==> config.mk <==
export PLATFORM = sky130hd
export DESIGN_NAME = value_rank_encoder
export DESIGN_NICKNAME = d
export VERILOG_FILES = /design/src/hw/rtl/vre_pkg.sv /design/src/hw/rtl/vre_store.sv /design/src/hw/rtl/vre_seq.sv /design/src/hw/rtl/value_rank_encoder.sv
export SDC_FILE = /design/constraint.sdc
export NUM_CORES = 2
export LEC_CHECK = 0
export ABC_CLOCK_PERIOD_IN_PS = 3100
export BUFFER_PORTS_ARGS = -buffer_cell sky130_fd_sc_hd__buf_2
export CORE_ASPECT_RATIO = 0.9
export CORE_MARGIN = 2
export CORE_UTILIZATION = 58
export DETAILED_ROUTE_END_ITERATION = 8
export GPL_TIMING_DRIVEN = 1
export PLACE_DENSITY = 0.77
export SLEW_MARGIN = 40
export SYNTH_ARGS = -nofsm -noshare
export SYNTH_HDL_FRONTEND = slang
export SYNTH_SLANG_ARGS = --single-unit
==> constraint.sdc <==
create_clock -name aclk -period 3.1 [get_ports aclk]
set_clock_uncertainty 0.05 [all_clocks]
set_input_delay 0.31 -clock aclk [delete_from_list [all_inputs] [get_ports aclk]]
set_output_delay 0.31 -clock aclk [all_outputs]
set_load 0.01 [all_outputs]
==> src/hw/rtl/vre_pkg.sv <==
// shared types and constants for the value rank encoder
`default_nettype none

package vre_pkg;

    localparam int DataW      = 32;
    localparam int StoreDepth = 64;
    localparam int AddrW      = $clog2(StoreDepth);
    localparam int CountW     = AddrW + 1;
    localparam int RankW      = 6;
    localparam int OutTdataW  = ((RankW + 7) / 8) * 8;

    typedef enum logic [1:0] {
        ST_LOAD,
        ST_SCAN,
        ST_DRAIN,
        ST_EMIT
    } vre_state_t;

    // access request from the sequencer to the value store
    typedef struct packed {
        logic                    wr_en;
        logic [AddrW-1:0]        wr_addr;
        logic signed [DataW-1:0] wr_data;
        logic [AddrW-1:0]        rd_addr_a;
        logic [AddrW-1:0]        rd_addr_b;
    } vre_store_req_t;

endpackage

`default_nettype wire

==> src/hw/rtl/vre_store.sv <==
// value store: one write port, two registered read ports
`default_nettype none

module vre_store (
    input  wire logic                             aclk,
    input  wire vre_pkg::vre_store_req_t          req,
    output logic signed [vre_pkg::DataW-1:0]      rd_data_a,
    output logic signed [vre_pkg::DataW-1:0]      rd_data_b
);
    import vre_pkg::*;

    logic signed [DataW-1:0] mem [StoreDepth];
    logic signed [DataW-1:0] rd_a_reg;
    logic signed [DataW-1:0] rd_b_reg;

    always_ff @(posedge aclk) begin
        if (req.wr_en) begin
            mem[req.wr_addr] <= req.wr_data;
        end
    end

    always_ff @(posedge aclk) begin
        rd_a_reg <= mem[req.rd_addr_a];
        rd_b_reg <= mem[req.rd_addr_b];
    end

    assign rd_data_a = rd_a_reg;
    assign rd_data_b = rd_b_reg;

endmodule

`default_nettype wire

==> src/hw/rtl/vre_seq.sv <==
// sequencer: batch loading, shared compare and count unit, result register
`default_nettype none

module vre_seq #(
    parameter int MAX_ITEMS = 64
) (
    input  wire logic                                aclk,
    input  wire logic                                aresetn,
    input  wire logic                                s_tvalid,
    output logic                                     s_tready,
    input  wire logic signed [vre_pkg::DataW-1:0]    s_value,
    input  wire logic                                s_tlast,
    output logic                                     m_tvalid,
    input  wire logic                                m_tready,
    output logic [vre_pkg::RankW-1:0]                m_rank,
    output logic                                     m_last,
    output logic                                     m_overflow,
    output vre_pkg::vre_store_req_t                  store_req,
    input  wire logic signed [vre_pkg::DataW-1:0]    rd_data_a,
    input  wire logic signed [vre_pkg::DataW-1:0]    rd_data_b
);
    import vre_pkg::*;

    localparam logic [CountW-1:0] MaxCount = CountW'(MAX_ITEMS);

    vre_state_t         state_reg, state_next;
    logic [CountW-1:0]  count_reg, count_next;
    logic               ovf_reg, ovf_next;
    logic [AddrW-1:0]   last_idx_reg, last_idx_next;
    logic [AddrW-1:0]   i_reg, i_next;
    logic [AddrW-1:0]   j_reg, j_next;
    logic               pend_reg, pend_next;
    logic [RankW-1:0]   smaller_reg, smaller_next;
    logic               out_valid_reg, out_valid_next;
    logic [RankW-1:0]   out_rank_reg, out_rank_next;
    logic               out_last_reg, out_last_next;
    logic               out_ovf_reg, out_ovf_next;
    logic               stored;
    logic [CountW-1:0]  count_new;
    logic               cmp_lt;

    // the one comparator shared by every pair
    assign cmp_lt = rd_data_b < rd_data_a;

    always_ff @(posedge aclk) begin
        if (!aresetn) begin
            state_reg     <= ST_LOAD;
            count_reg     <= '0;
            ovf_reg       <= 1'b0;
            pend_reg      <= 1'b0;
            out_valid_reg <= 1'b0;
        end else begin
            state_reg     <= state_next;
            count_reg     <= count_next;
            ovf_reg       <= ovf_next;
            pend_reg      <= pend_next;
            out_valid_reg <= out_valid_next;
        end
    end

    always_ff @(posedge aclk) begin
        last_idx_reg <= last_idx_next;
        i_reg        <= i_next;
        j_reg        <= j_next;
        smaller_reg  <= smaller_next;
        out_rank_reg <= out_rank_next;
        out_last_reg <= out_last_next;
        out_ovf_reg  <= out_ovf_next;
    end

    always_comb begin
        state_next     = state_reg;
        count_next     = count_reg;
        ovf_next       = ovf_reg;
        last_idx_next  = last_idx_reg;
        i_next         = i_reg;
        j_next         = j_reg;
        pend_next      = 1'b0;
        smaller_next   = smaller_reg;
        out_valid_next = out_valid_reg;
        out_rank_next  = out_rank_reg;
        out_last_next  = out_last_reg;
        out_ovf_next   = out_ovf_reg;
        s_tready       = 1'b0;
        stored         = 1'b0;
        count_new      = count_reg;

        store_req.wr_en     = 1'b0;
        store_req.wr_addr   = count_reg[AddrW-1:0];
        store_req.wr_data   = s_value;
        store_req.rd_addr_a = i_reg;
        store_req.rd_addr_b = j_reg;

        // count the compare issued last cycle
        if (pend_reg && cmp_lt) begin
            smaller_next = smaller_reg + RankW'(1);
        end

        if (out_valid_reg && m_tready) begin
            out_valid_next = 1'b0;
        end

        case (state_reg)
            ST_LOAD: begin
                s_tready = 1'b1;
                if (s_tvalid) begin
                    if (count_reg < MaxCount) begin
                        store_req.wr_en = 1'b1;
                        stored          = 1'b1;
                    end else begin
                        ovf_next = 1'b1;
                    end
                    count_new  = count_reg + CountW'(stored);
                    count_next = count_new;
                    if (s_tlast) begin
                        last_idx_next = AddrW'(count_new - CountW'(1));
                        i_next        = '0;
                        j_next        = '0;
                        smaller_next  = '0;
                        state_next    = ST_SCAN;
                    end
                end
            end
            ST_SCAN: begin
                pend_next = 1'b1;
                j_next    = j_reg + AddrW'(1);
                if (j_reg == last_idx_reg) begin
                    state_next = ST_DRAIN;
                end
            end
            ST_DRAIN: begin
                state_next = ST_EMIT;
            end
            ST_EMIT: begin
                if (!out_valid_reg || m_tready) begin
                    out_valid_next = 1'b1;
                    out_rank_next  = smaller_reg;
                    out_last_next  = (i_reg == last_idx_reg);
                    out_ovf_next   = ovf_reg;
                    smaller_next   = '0;
                    j_next         = '0;
                    if (i_reg == last_idx_reg) begin
                        count_next = '0;
                        ovf_next   = 1'b0;
                        state_next = ST_LOAD;
                    end else begin
                        i_next     = i_reg + AddrW'(1);
                        state_next = ST_SCAN;
                    end
                end
            end
            default: begin
                state_next = ST_LOAD;
            end
        endcase
    end

    assign m_tvalid   = out_valid_reg;
    assign m_rank     = out_rank_reg;
    assign m_last     = out_last_reg;
    assign m_overflow = out_ovf_reg;

    a_count_bound: assert property (@(posedge aclk) disable iff (!aresetn)
        count_reg <= MaxCount)
        else $error("stored count beyond capacity");

    a_full_sets_ovf: assert property (@(posedge aclk) disable iff (!aresetn)
        (state_reg == ST_LOAD && s_tvalid && count_reg == MaxCount) |=> ovf_reg)
        else $error("dropped item did not raise overflow");

    a_scan_bound: assert property (@(posedge aclk) disable iff (!aresetn)
        (state_reg == ST_SCAN) |-> (j_reg <= last_idx_reg && i_reg <= last_idx_reg))
        else $error("scan index past the batch");

    a_write_in_load: assert property (@(posedge aclk) disable iff (!aresetn)
        store_req.wr_en |-> (state_reg == ST_LOAD && s_tvalid))
        else $error("store written outside loading");

endmodule

`default_nettype wire

==> src/hw/rtl/value_rank_encoder.sv <==
// a loading item is taken as soon as it is valid; the closing item starts ranking
// each of the n stored values is ranked on the one comparator by n reads of the
// second store port, then a drain state for the registered read, then emit; emit
// waits while the result side stalls; the input is not ready while ranking runs
// reset clears the sequencer, count and overflow flag; the store is not cleared
// and no entry is compared before it is written
`default_nettype none

module value_rank_encoder #(
    parameter int MAX_ITEMS = 64
) (
    input  wire logic                              aclk,
    input  wire logic                              aresetn,
    input  wire logic                              s_tvalid,
    output logic                                   s_tready,
    input  wire logic [vre_pkg::DataW-1:0]         s_tdata,   // [31:0] value
    input  wire logic                              s_tlast,   // is_last
    output logic                                   m_tvalid,
    input  wire logic                              m_tready,
    output logic [vre_pkg::OutTdataW-1:0]          m_tdata,   // [5:0] rank, rest zero
    output logic                                   m_tlast,   // last_rank
    output logic [0:0]                             m_tuser    // [0] overflow
);
    import vre_pkg::*;

    vre_store_req_t          store_req;
    logic signed [DataW-1:0] rd_data_a;
    logic signed [DataW-1:0] rd_data_b;
    logic [RankW-1:0]        rank;
    logic                    overflow;

    vre_store u_store (
        .aclk      (aclk),
        .req       (store_req),
        .rd_data_a (rd_data_a),
        .rd_data_b (rd_data_b)
    );

    vre_seq #(
        .MAX_ITEMS (MAX_ITEMS)
    ) u_seq (
        .aclk       (aclk),
        .aresetn    (aresetn),
        .s_tvalid   (s_tvalid),
        .s_tready   (s_tready),
        .s_value    (signed'(s_tdata)),
        .s_tlast    (s_tlast),
        .m_tvalid   (m_tvalid),
        .m_tready   (m_tready),
        .m_rank     (rank),
        .m_last     (m_tlast),
        .m_overflow (overflow),
        .store_req  (store_req),
        .rd_data_a  (rd_data_a),
        .rd_data_b  (rd_data_b)
    );

    assign m_tdata = OutTdataW'(rank);
    assign m_tuser = overflow;

endmodule

`default_nettype wire

Word-level counts from Yosys, hierarchy flattened
Memories as Yosys holds them, arrays and structs flattened. A register that Yosys moved wholly into a read port is not among the register bits.
Cells that the tools add are included.
{ "classes": {"n_reduce_logical": 14, "eq_ne": 12, "n_addsub": 5, "magnitude_cmp": 2, "mux": 39} }
{ "op_table": {"columns": ["operator", "n"], "rows": [
  ["$mux W6", 9],
  ["$lt A32 B32 Y1", 1],
  ["$pmux W6 S2", 2],
  ["$mux W7", 3],
  ["$add A6 B1 Y6 const B", 3],
  ["$pmux W6 S3", 1],
  ["$mux W1", 17],
  ["$pmux W7 S2", 1],
  ["$eq A6 B6 Y1", 2],
  ["$reduce_and A4 Y1", 3],
  ["$reduce_and A5 Y1", 2],
  ["$mux W2", 4],
  ["$ne A2 B2 Y1 const B", 4],
  ["$pmux W2 S4", 1],
  ["$add A7 B1 Y7", 1],
  ["$lt A7 B7 Y1 const B", 1],
  ["$ne A2 B1 Y1 const B", 3],
  ["$sub A6 B1 Y6 const B", 1],
  ["$eq A2 B2 Y1 const B", 2],
  ["$reduce_and A3 Y1", 1],
  ["$reduce_bool A3 Y1", 1],
  ["$eq A2 B1 Y1 const B", 1],
  ["$logic_and A1 B1 Y1", 2],
  ["$logic_not A2 Y1", 1],
  ["other kinds (5)", 5]
]} }
{ "totals": {"mem_count": 1, "ramBits": 2048, "elab_cells": 85, "ff_bits": 44} }
{ "mem_list": {"columns": ["memory", "depth", "word_bits", "read_ports", "rd_clocked_by_memory_dff", "write_ports", "line", "text"], "rows": [
  ["u_store.mem", 64, 32, 2, 2, 1, "vre_store.sv:12", "logic signed [DataW-1:0] mem [StoreDepth];"]
]} }

Logic depth before layout (Yosys ltp)
{ "logic_depth": {"word_depth": 7, "mapped_depth": 10} }

By module
Synthesis repeated with hierarchy kept, for this count alone.
{ "hier_totals": {"cells_unflattened": 4769, "hier_area_um2": 99017.5} }
{ "by_module_without_submodules": {"columns": ["mod", "n_inst", "cells_each", "area_per_inst_um2", "seq_area_each_um2"], "rows": [
  ["vre_store", 1, 4412, 95660.5, 62780.2],
  ["vre_seq", 1, 354, 3338.2, 1141.1],
  ["value_rank_encoder", 1, 3, 18.8, 0.0]
]} }

Worst setup path after synthesis
No wires, ideal clock.
{ "synth_path": {"path_type": "register to register", "from": "register u_seq.state_reg[0]", "to": "memory u_store.mem[63][0] (enable)", "setup_ps": 421, "period_less_slack_ps": 3447, "slack_ps": -347, "required_ps": 2629, "stages_incl_launch_ff": 8, "t_arrival_ps": 2976, "path_cell_list": "dfxtp_1 > inv_1 > ha_1 > clkbuf_1 > nand2_1 > nor3b_1 > nand3_1 > nor2_1"} }
{ "synth_via": {"elab_chain_cells": 4} }
{ "synth_lines": {"columns": ["item", "line", "text"], "rows": [
  ["start: declaration", "vre_seq.sv:26", "vre_state_t state_reg, state_next;"],
  ["start signal: assignment", "vre_seq.sv:53", "state_reg <= state_next;"],
  ["$logic_not A2 Y1", "vre_seq.sv:103", "case (state_reg)"],
  ["$mux W1", "vre_seq.sv:103", null],
  ["$mux W1", "vre_store.sv:17", "if (req.wr_en) begin"],
  ["$mux W1 (not written as such)", "vre_store.sv:18", "mem[req.wr_addr] <= req.wr_data;"],
  ["end: declaration", "vre_store.sv:12", null]
]} }
Every way passes these cells.

Worst setup path after layout
{ "layout_path": {"from": "register u_store.rd_a_reg[2], in the netlist u_store.rd_data_a[2] (read register of u_store.mem)", "to": "register u_seq.smaller_reg[5]"} }
{ "layout_via": {"elab_chain_cells": 6} }
{ "layout_lines": {"columns": ["item", "line", "text"], "rows": [
  ["start: declaration", "vre_store.sv:13", "logic signed [DataW-1:0] rd_a_reg;"],
  ["$lt A32 B32 Y1 *", "vre_seq.sv:43", "assign cmp_lt = rd_data_b < rd_data_a;"],
  ["$logic_and A1 B1 Y1 *", "vre_seq.sv:95", "if (pend_reg && cmp_lt) begin"],
  ["$mux W6 *", "vre_seq.sv:95", null],
  ["$mux W6", "vre_seq.sv:115", "if (s_tlast) begin"],
  ["$mux W6", "vre_seq.sv:106", "if (s_tvalid) begin"],
  ["$pmux W6 S2 *", "vre_seq.sv:103", null],
  ["net u_seq.smaller_next[5]", "vre_seq.sv:33", "logic [RankW-1:0] smaller_reg, smaller_next;"],
  ["end signal: assignment", "vre_seq.sv:65", "smaller_reg <= smaller_next;"],
  ["end: declaration", "vre_seq.sv:33", null]
]} }
The timed path passes the listed nets; every way through them passes the cells marked *.
A chain may end at the register's enable or synchronous reset.

==> impl_metrics.json <==
{
  "outcome": "completed",
  "die-area_mm2": 0.1718,
  "setup_viol": 0,
  "crit_start": "u_store.rd_data_a[2]",
  "worst_pin_slew_ps": 852.8,
  "fillCellCount": 9931,
  "ir_drop_mv": 0.6544,
  "slew_headroom_pct": 43.15,
  "drt-total-wl_um": 285900,
  "end_kind": "flip-flop",
  "grt_usage_pct": 33.66,
  "vias": 53420,
  "min_path_type": "in2reg",
  "cp_slowest_cell": "mux2_2",
  "maxSlewViolCount": 0,
  "cts_root_buf": "clkbuf_16",
  "start_util_pct": 58.58,
  "reg2reg_depth": 11,
  "worst_path_most_repeated_cell": "a21oi_1",
  "num_rows": 142,
  "dieHeight_um": 393.4,
  "clk_pin_slew_ps": 70,
  "crit_end": "u_seq.smaller_reg[5]",
  "fp.coreArea_mm2": 0.1668,
  "syn_inst": 4176,
  "comb_power_share_pct": 39.8,
  "crit_family": "compound AO/OA/AOI/OAI gates",
  "period_minus_slack_ps": 3050,
  "layout.nets": 4563,
  "switching_share_pct": 30.84,
  "gr-usage-met2_pct": 51.84,
  "path_depth": 11,
  "required_ps": 3820,
  "power-per-cell-area_mw_per_mm2": 878.4,
  "worstPathMaxFanout": 6,
  "drv_cap": 0,
  "p_clk_share_pct": 25.9,
  "synth_compound_gate_area_share_pct": 0.3739,
  "netlist.area_leader.share_pct": 63.73,
  "crit_path_cell_trace": "inv_1 > ha_1 > a211oi_2 > o21ai_0 > a21oi_1 > nor3_1 > o22ai_4 > buf_4 > mux2_2 > or3_1 > a21oi_1",
  "synthTopCellsByArea": "edfxtp_1 64%, mux4_2 31%, dfxtp_1 1.7%, clkbuf_1 0.63%, ha_1 0.52%",
  "fmax_ghz": 0.3278,
  "cts_num_sinks": 2156,
  "ys_ff_latch": 2156,
  "synth_top_family_by_area": "multiplexers",
  "synthArstFlopShare_pct": 0,
  "vias_per_cell": 7.744,
  "yosys.area_share.adder_pct": 0.5249,
  "dp.final_hpwl_um": 163800,
  "setup.worst_path.class": "reg2reg",
  "finalHoldViolations": 0,
  "grtUsageMet3_pct": 10.04,
  "regMostFlops": "u_store.mem",
  "grt_pass1_wl_um": 403700,
  "clockBufferDepth": 3,
  "synth_area_mm2": 0.09773,
  "crit_path_max_incr_delay_ps": 400,
  "area_delta_synth_final_pct": 14.06,
  "rsz0062_at_grt": "no",
  "cts_buffers": 204,
  "htreeDepth": 4,
  "multi_input_area_mm2": 0.03285,
  "io_pins": 49,
  "p_int_mw": 67.72,
  "dr.pass1.iters": 6,
  "sequentialPowerShare_pct": 34.3,
  "drtAntennaViolNets": 0,
  "wl_per_cell_um": 41.43,
  "cp-start-kind": "flip-flop",
  "r2r_slack_ps": 50,
  "gr-total-overflow": 0,
  "drive_gt1_share_pct": 45.49,
  "ys_warn_count": 0,
  "die_x_um": 436.7,
  "synthFlopType": "edfxtp_1",
  "grt_pass1_vias": 53640,
  "fin_util_pct": 66.81,
  "drt_iter0_markers": 8794,
  "largest_reg_flops": 2048,
  "use_met1_pct": 45.28,
  "yosysTopAreaCell": "edfxtp_1",
  "synth_area_per_cell_um2": 23.40,
  "power_leakage_nw": 34.44,
  "p_switching_mw": 30.19,
  "place.gp.congestion": 0.8708,
  "placedCellCount": 6475,
  "fin_cells": 6899,
  "synth-seq-area-share_pct": 65.41,
  "r2r-end": "u_seq.smaller_reg[5]",
  "antenna_found_initial": 8,
  "final-seq-area_mm2": 0.06392,
  "grt_max_degree": 65,
  "cp_num_buf_inv": 2,
  "yosys.area_share.simple_pct": 0.9039,
  "synth_xor_xnor_area_share_pct": 0.2420,
  "synthMuxAreaShare_pct": 31.01,
  "synth_edf_count": 2074,
  "numPortBuffers": 46,
  "final.period_utilization_pct": 98.40,
  "regToRegStartpoint": "u_store.rd_data_a[2]",
  "clk_latency_ps": 860,
  "gr-max-usage-layer": "met2",
  "hold_ws_ps": 207.6,
  "worstPathArrival_ps": 3770,
  "cts_tree": "built",
  "drc_errors": 0,
  "synth.distinct_cells": 48
}
## placed cells by master (no fill, tap or decap), types with 4 or more instances in the layout
cell type,count
o21ai_0,16
clkbuf_1,40
nor2b_1,13
clkbuf_16,208
a21oi_1,20
a31oi_1,5
mux4_2,1344
buf_12,133
nand3b_1,4
or3_1,8
dlygate4sd3_1,36
clkinv_4,4
and2_1,10
nor2_4,64
buf_2,18
bufinv_16,17
clkbuf_8,24
clkinv_1,34
nand4_1,7
inv_1,41
nand3_1,13
nand2b_1,4
edfxtp_1,2074
ha_1,38
nand2_1,22
xnor2_1,15
buf_4,232
clkinvlp_4,9
clkinv_2,40
dfxtp_1,80
nor4_1,5
xor2_1,12
nor2_1,15
## layout make-up
| cell class | instances | share of cell area [%] |
|---|---|---|
| tap | 2232 | 2.505 |
| multi-input combinational | 1660 | 29.47 |
| timing repair buffer | 422 | 4.429 |
| inverter | 41 | 0.1381 |
| clock buffer | 272 | 5.101 |
| antenna | 2 | 0.004490 |
| clock inverter | 114 | 1.001 |
| sequential | 2156 | 57.35 |
## power groups by stage
stage	Clock [mW]	Sequential [mW]	Combinational (mW)
after floorplan	0	33.8	26.4
after global placement	0	34.1	37.9
after detailed placement	0	34.1	38.3
after CTS	25.6	33.5	38.8
after global routing	26.6	33.6	40.4
final	25.4	33.6	39.0
## metrics by stage
step / worst slack (ps) / power [mW] / setup TNS, ps / instance area, um2
floorplan: -347.2 / 60.21 / -505020 / 97750
global placement: -556.2 / 71.97 / -2872 / 104100
detailed placement: -526.3 / 72.38 / -2650 / 104200
CTS: 7.736 / 97.95 / 0 / 111400
global route: 17.33 / 100.7 / 0 / 111500
finish: 49.53 / 97.91 / 0 / 111500
## per-layer routing
| metal | part of all wire [%] | vias to the layer above |
|---|---|---|
| met2 | 48 | 4784 |
| met1 | 33 | 28350 |
| li1 | - | 19410 |
| met5 | 0.048 | - |
| met3 | 14 | 864 |
| met4 | 5.1 | 12 |
## Yosys cell counts, types with 3 or more instances
cell type     n
inv_1        41
nand3_1      13
a21boi_0      3
and2_1       10
a21oi_1      23
mux4_2     1344
buf_2        73
nor2b_1      13
xnor2_1      15
and3_1        3
dfxtp_1      82
or3_1         8
o21ai_0      17
nand2_1      22
edfxtp_1   2074
a31oi_1       5
buf_1        71
ha_1         41
nor2_1       79
nor4_1        5
nand2b_1      4
clkbuf_1    164
nor3_1        3
xor2_1       12
nand3b_1      4
nand4_1       7
buf_4         9
or3b_2        3
buf_6         3
## what timing repair did
item | 4_1_cts | 5_1_grt
pin swaps | 2 | 2
endpoints found under the setup margin | 6 | 4
hold buffers | 35 | 1
buffers inserted | 0 | 0
endpoints found under the hold margin | 1848 | 64
gates resized for setup | 7 | 5
## worst min-delay path, stage by stage
cell and delay [ps]:
buf_2 70, nor2b_1 80, a22oi_1 240, nand2_1 130, mux2i_1 130, nor2b_1 100
## logic make-up after synthesis
kind of cell | Yosys count
buf+inv | 361
fa+ha+maj | 41
compound gates | 62
xor+xnor | 27
other cells | 1
simple gates | 181
flops | 2156
mux | 1347
## how the worst min path moves through the flow
stage | startpoint | to | slack (ps) | cells after the start
2_1_floorplan | s_tdata[0] | u_store.mem[0][0] | 360 | 0
3_3_place_gp | u_seq.ovf_reg | u_seq.m_overflow | 390 | 0
3_5_place_dp | u_seq.smaller_reg[5] | u_seq.m_rank[5] | 380 | 0
4_1_cts | s_tdata[23] | u_store.mem[51][23] | 110 | 1
5_1_grt | m_tready | u_seq.state_reg[1] | 260 | 6
6_report | m_tready | u_seq.state_reg[1] | 210 | 6
Note: power is estimated with default switching activity, not from simulation.
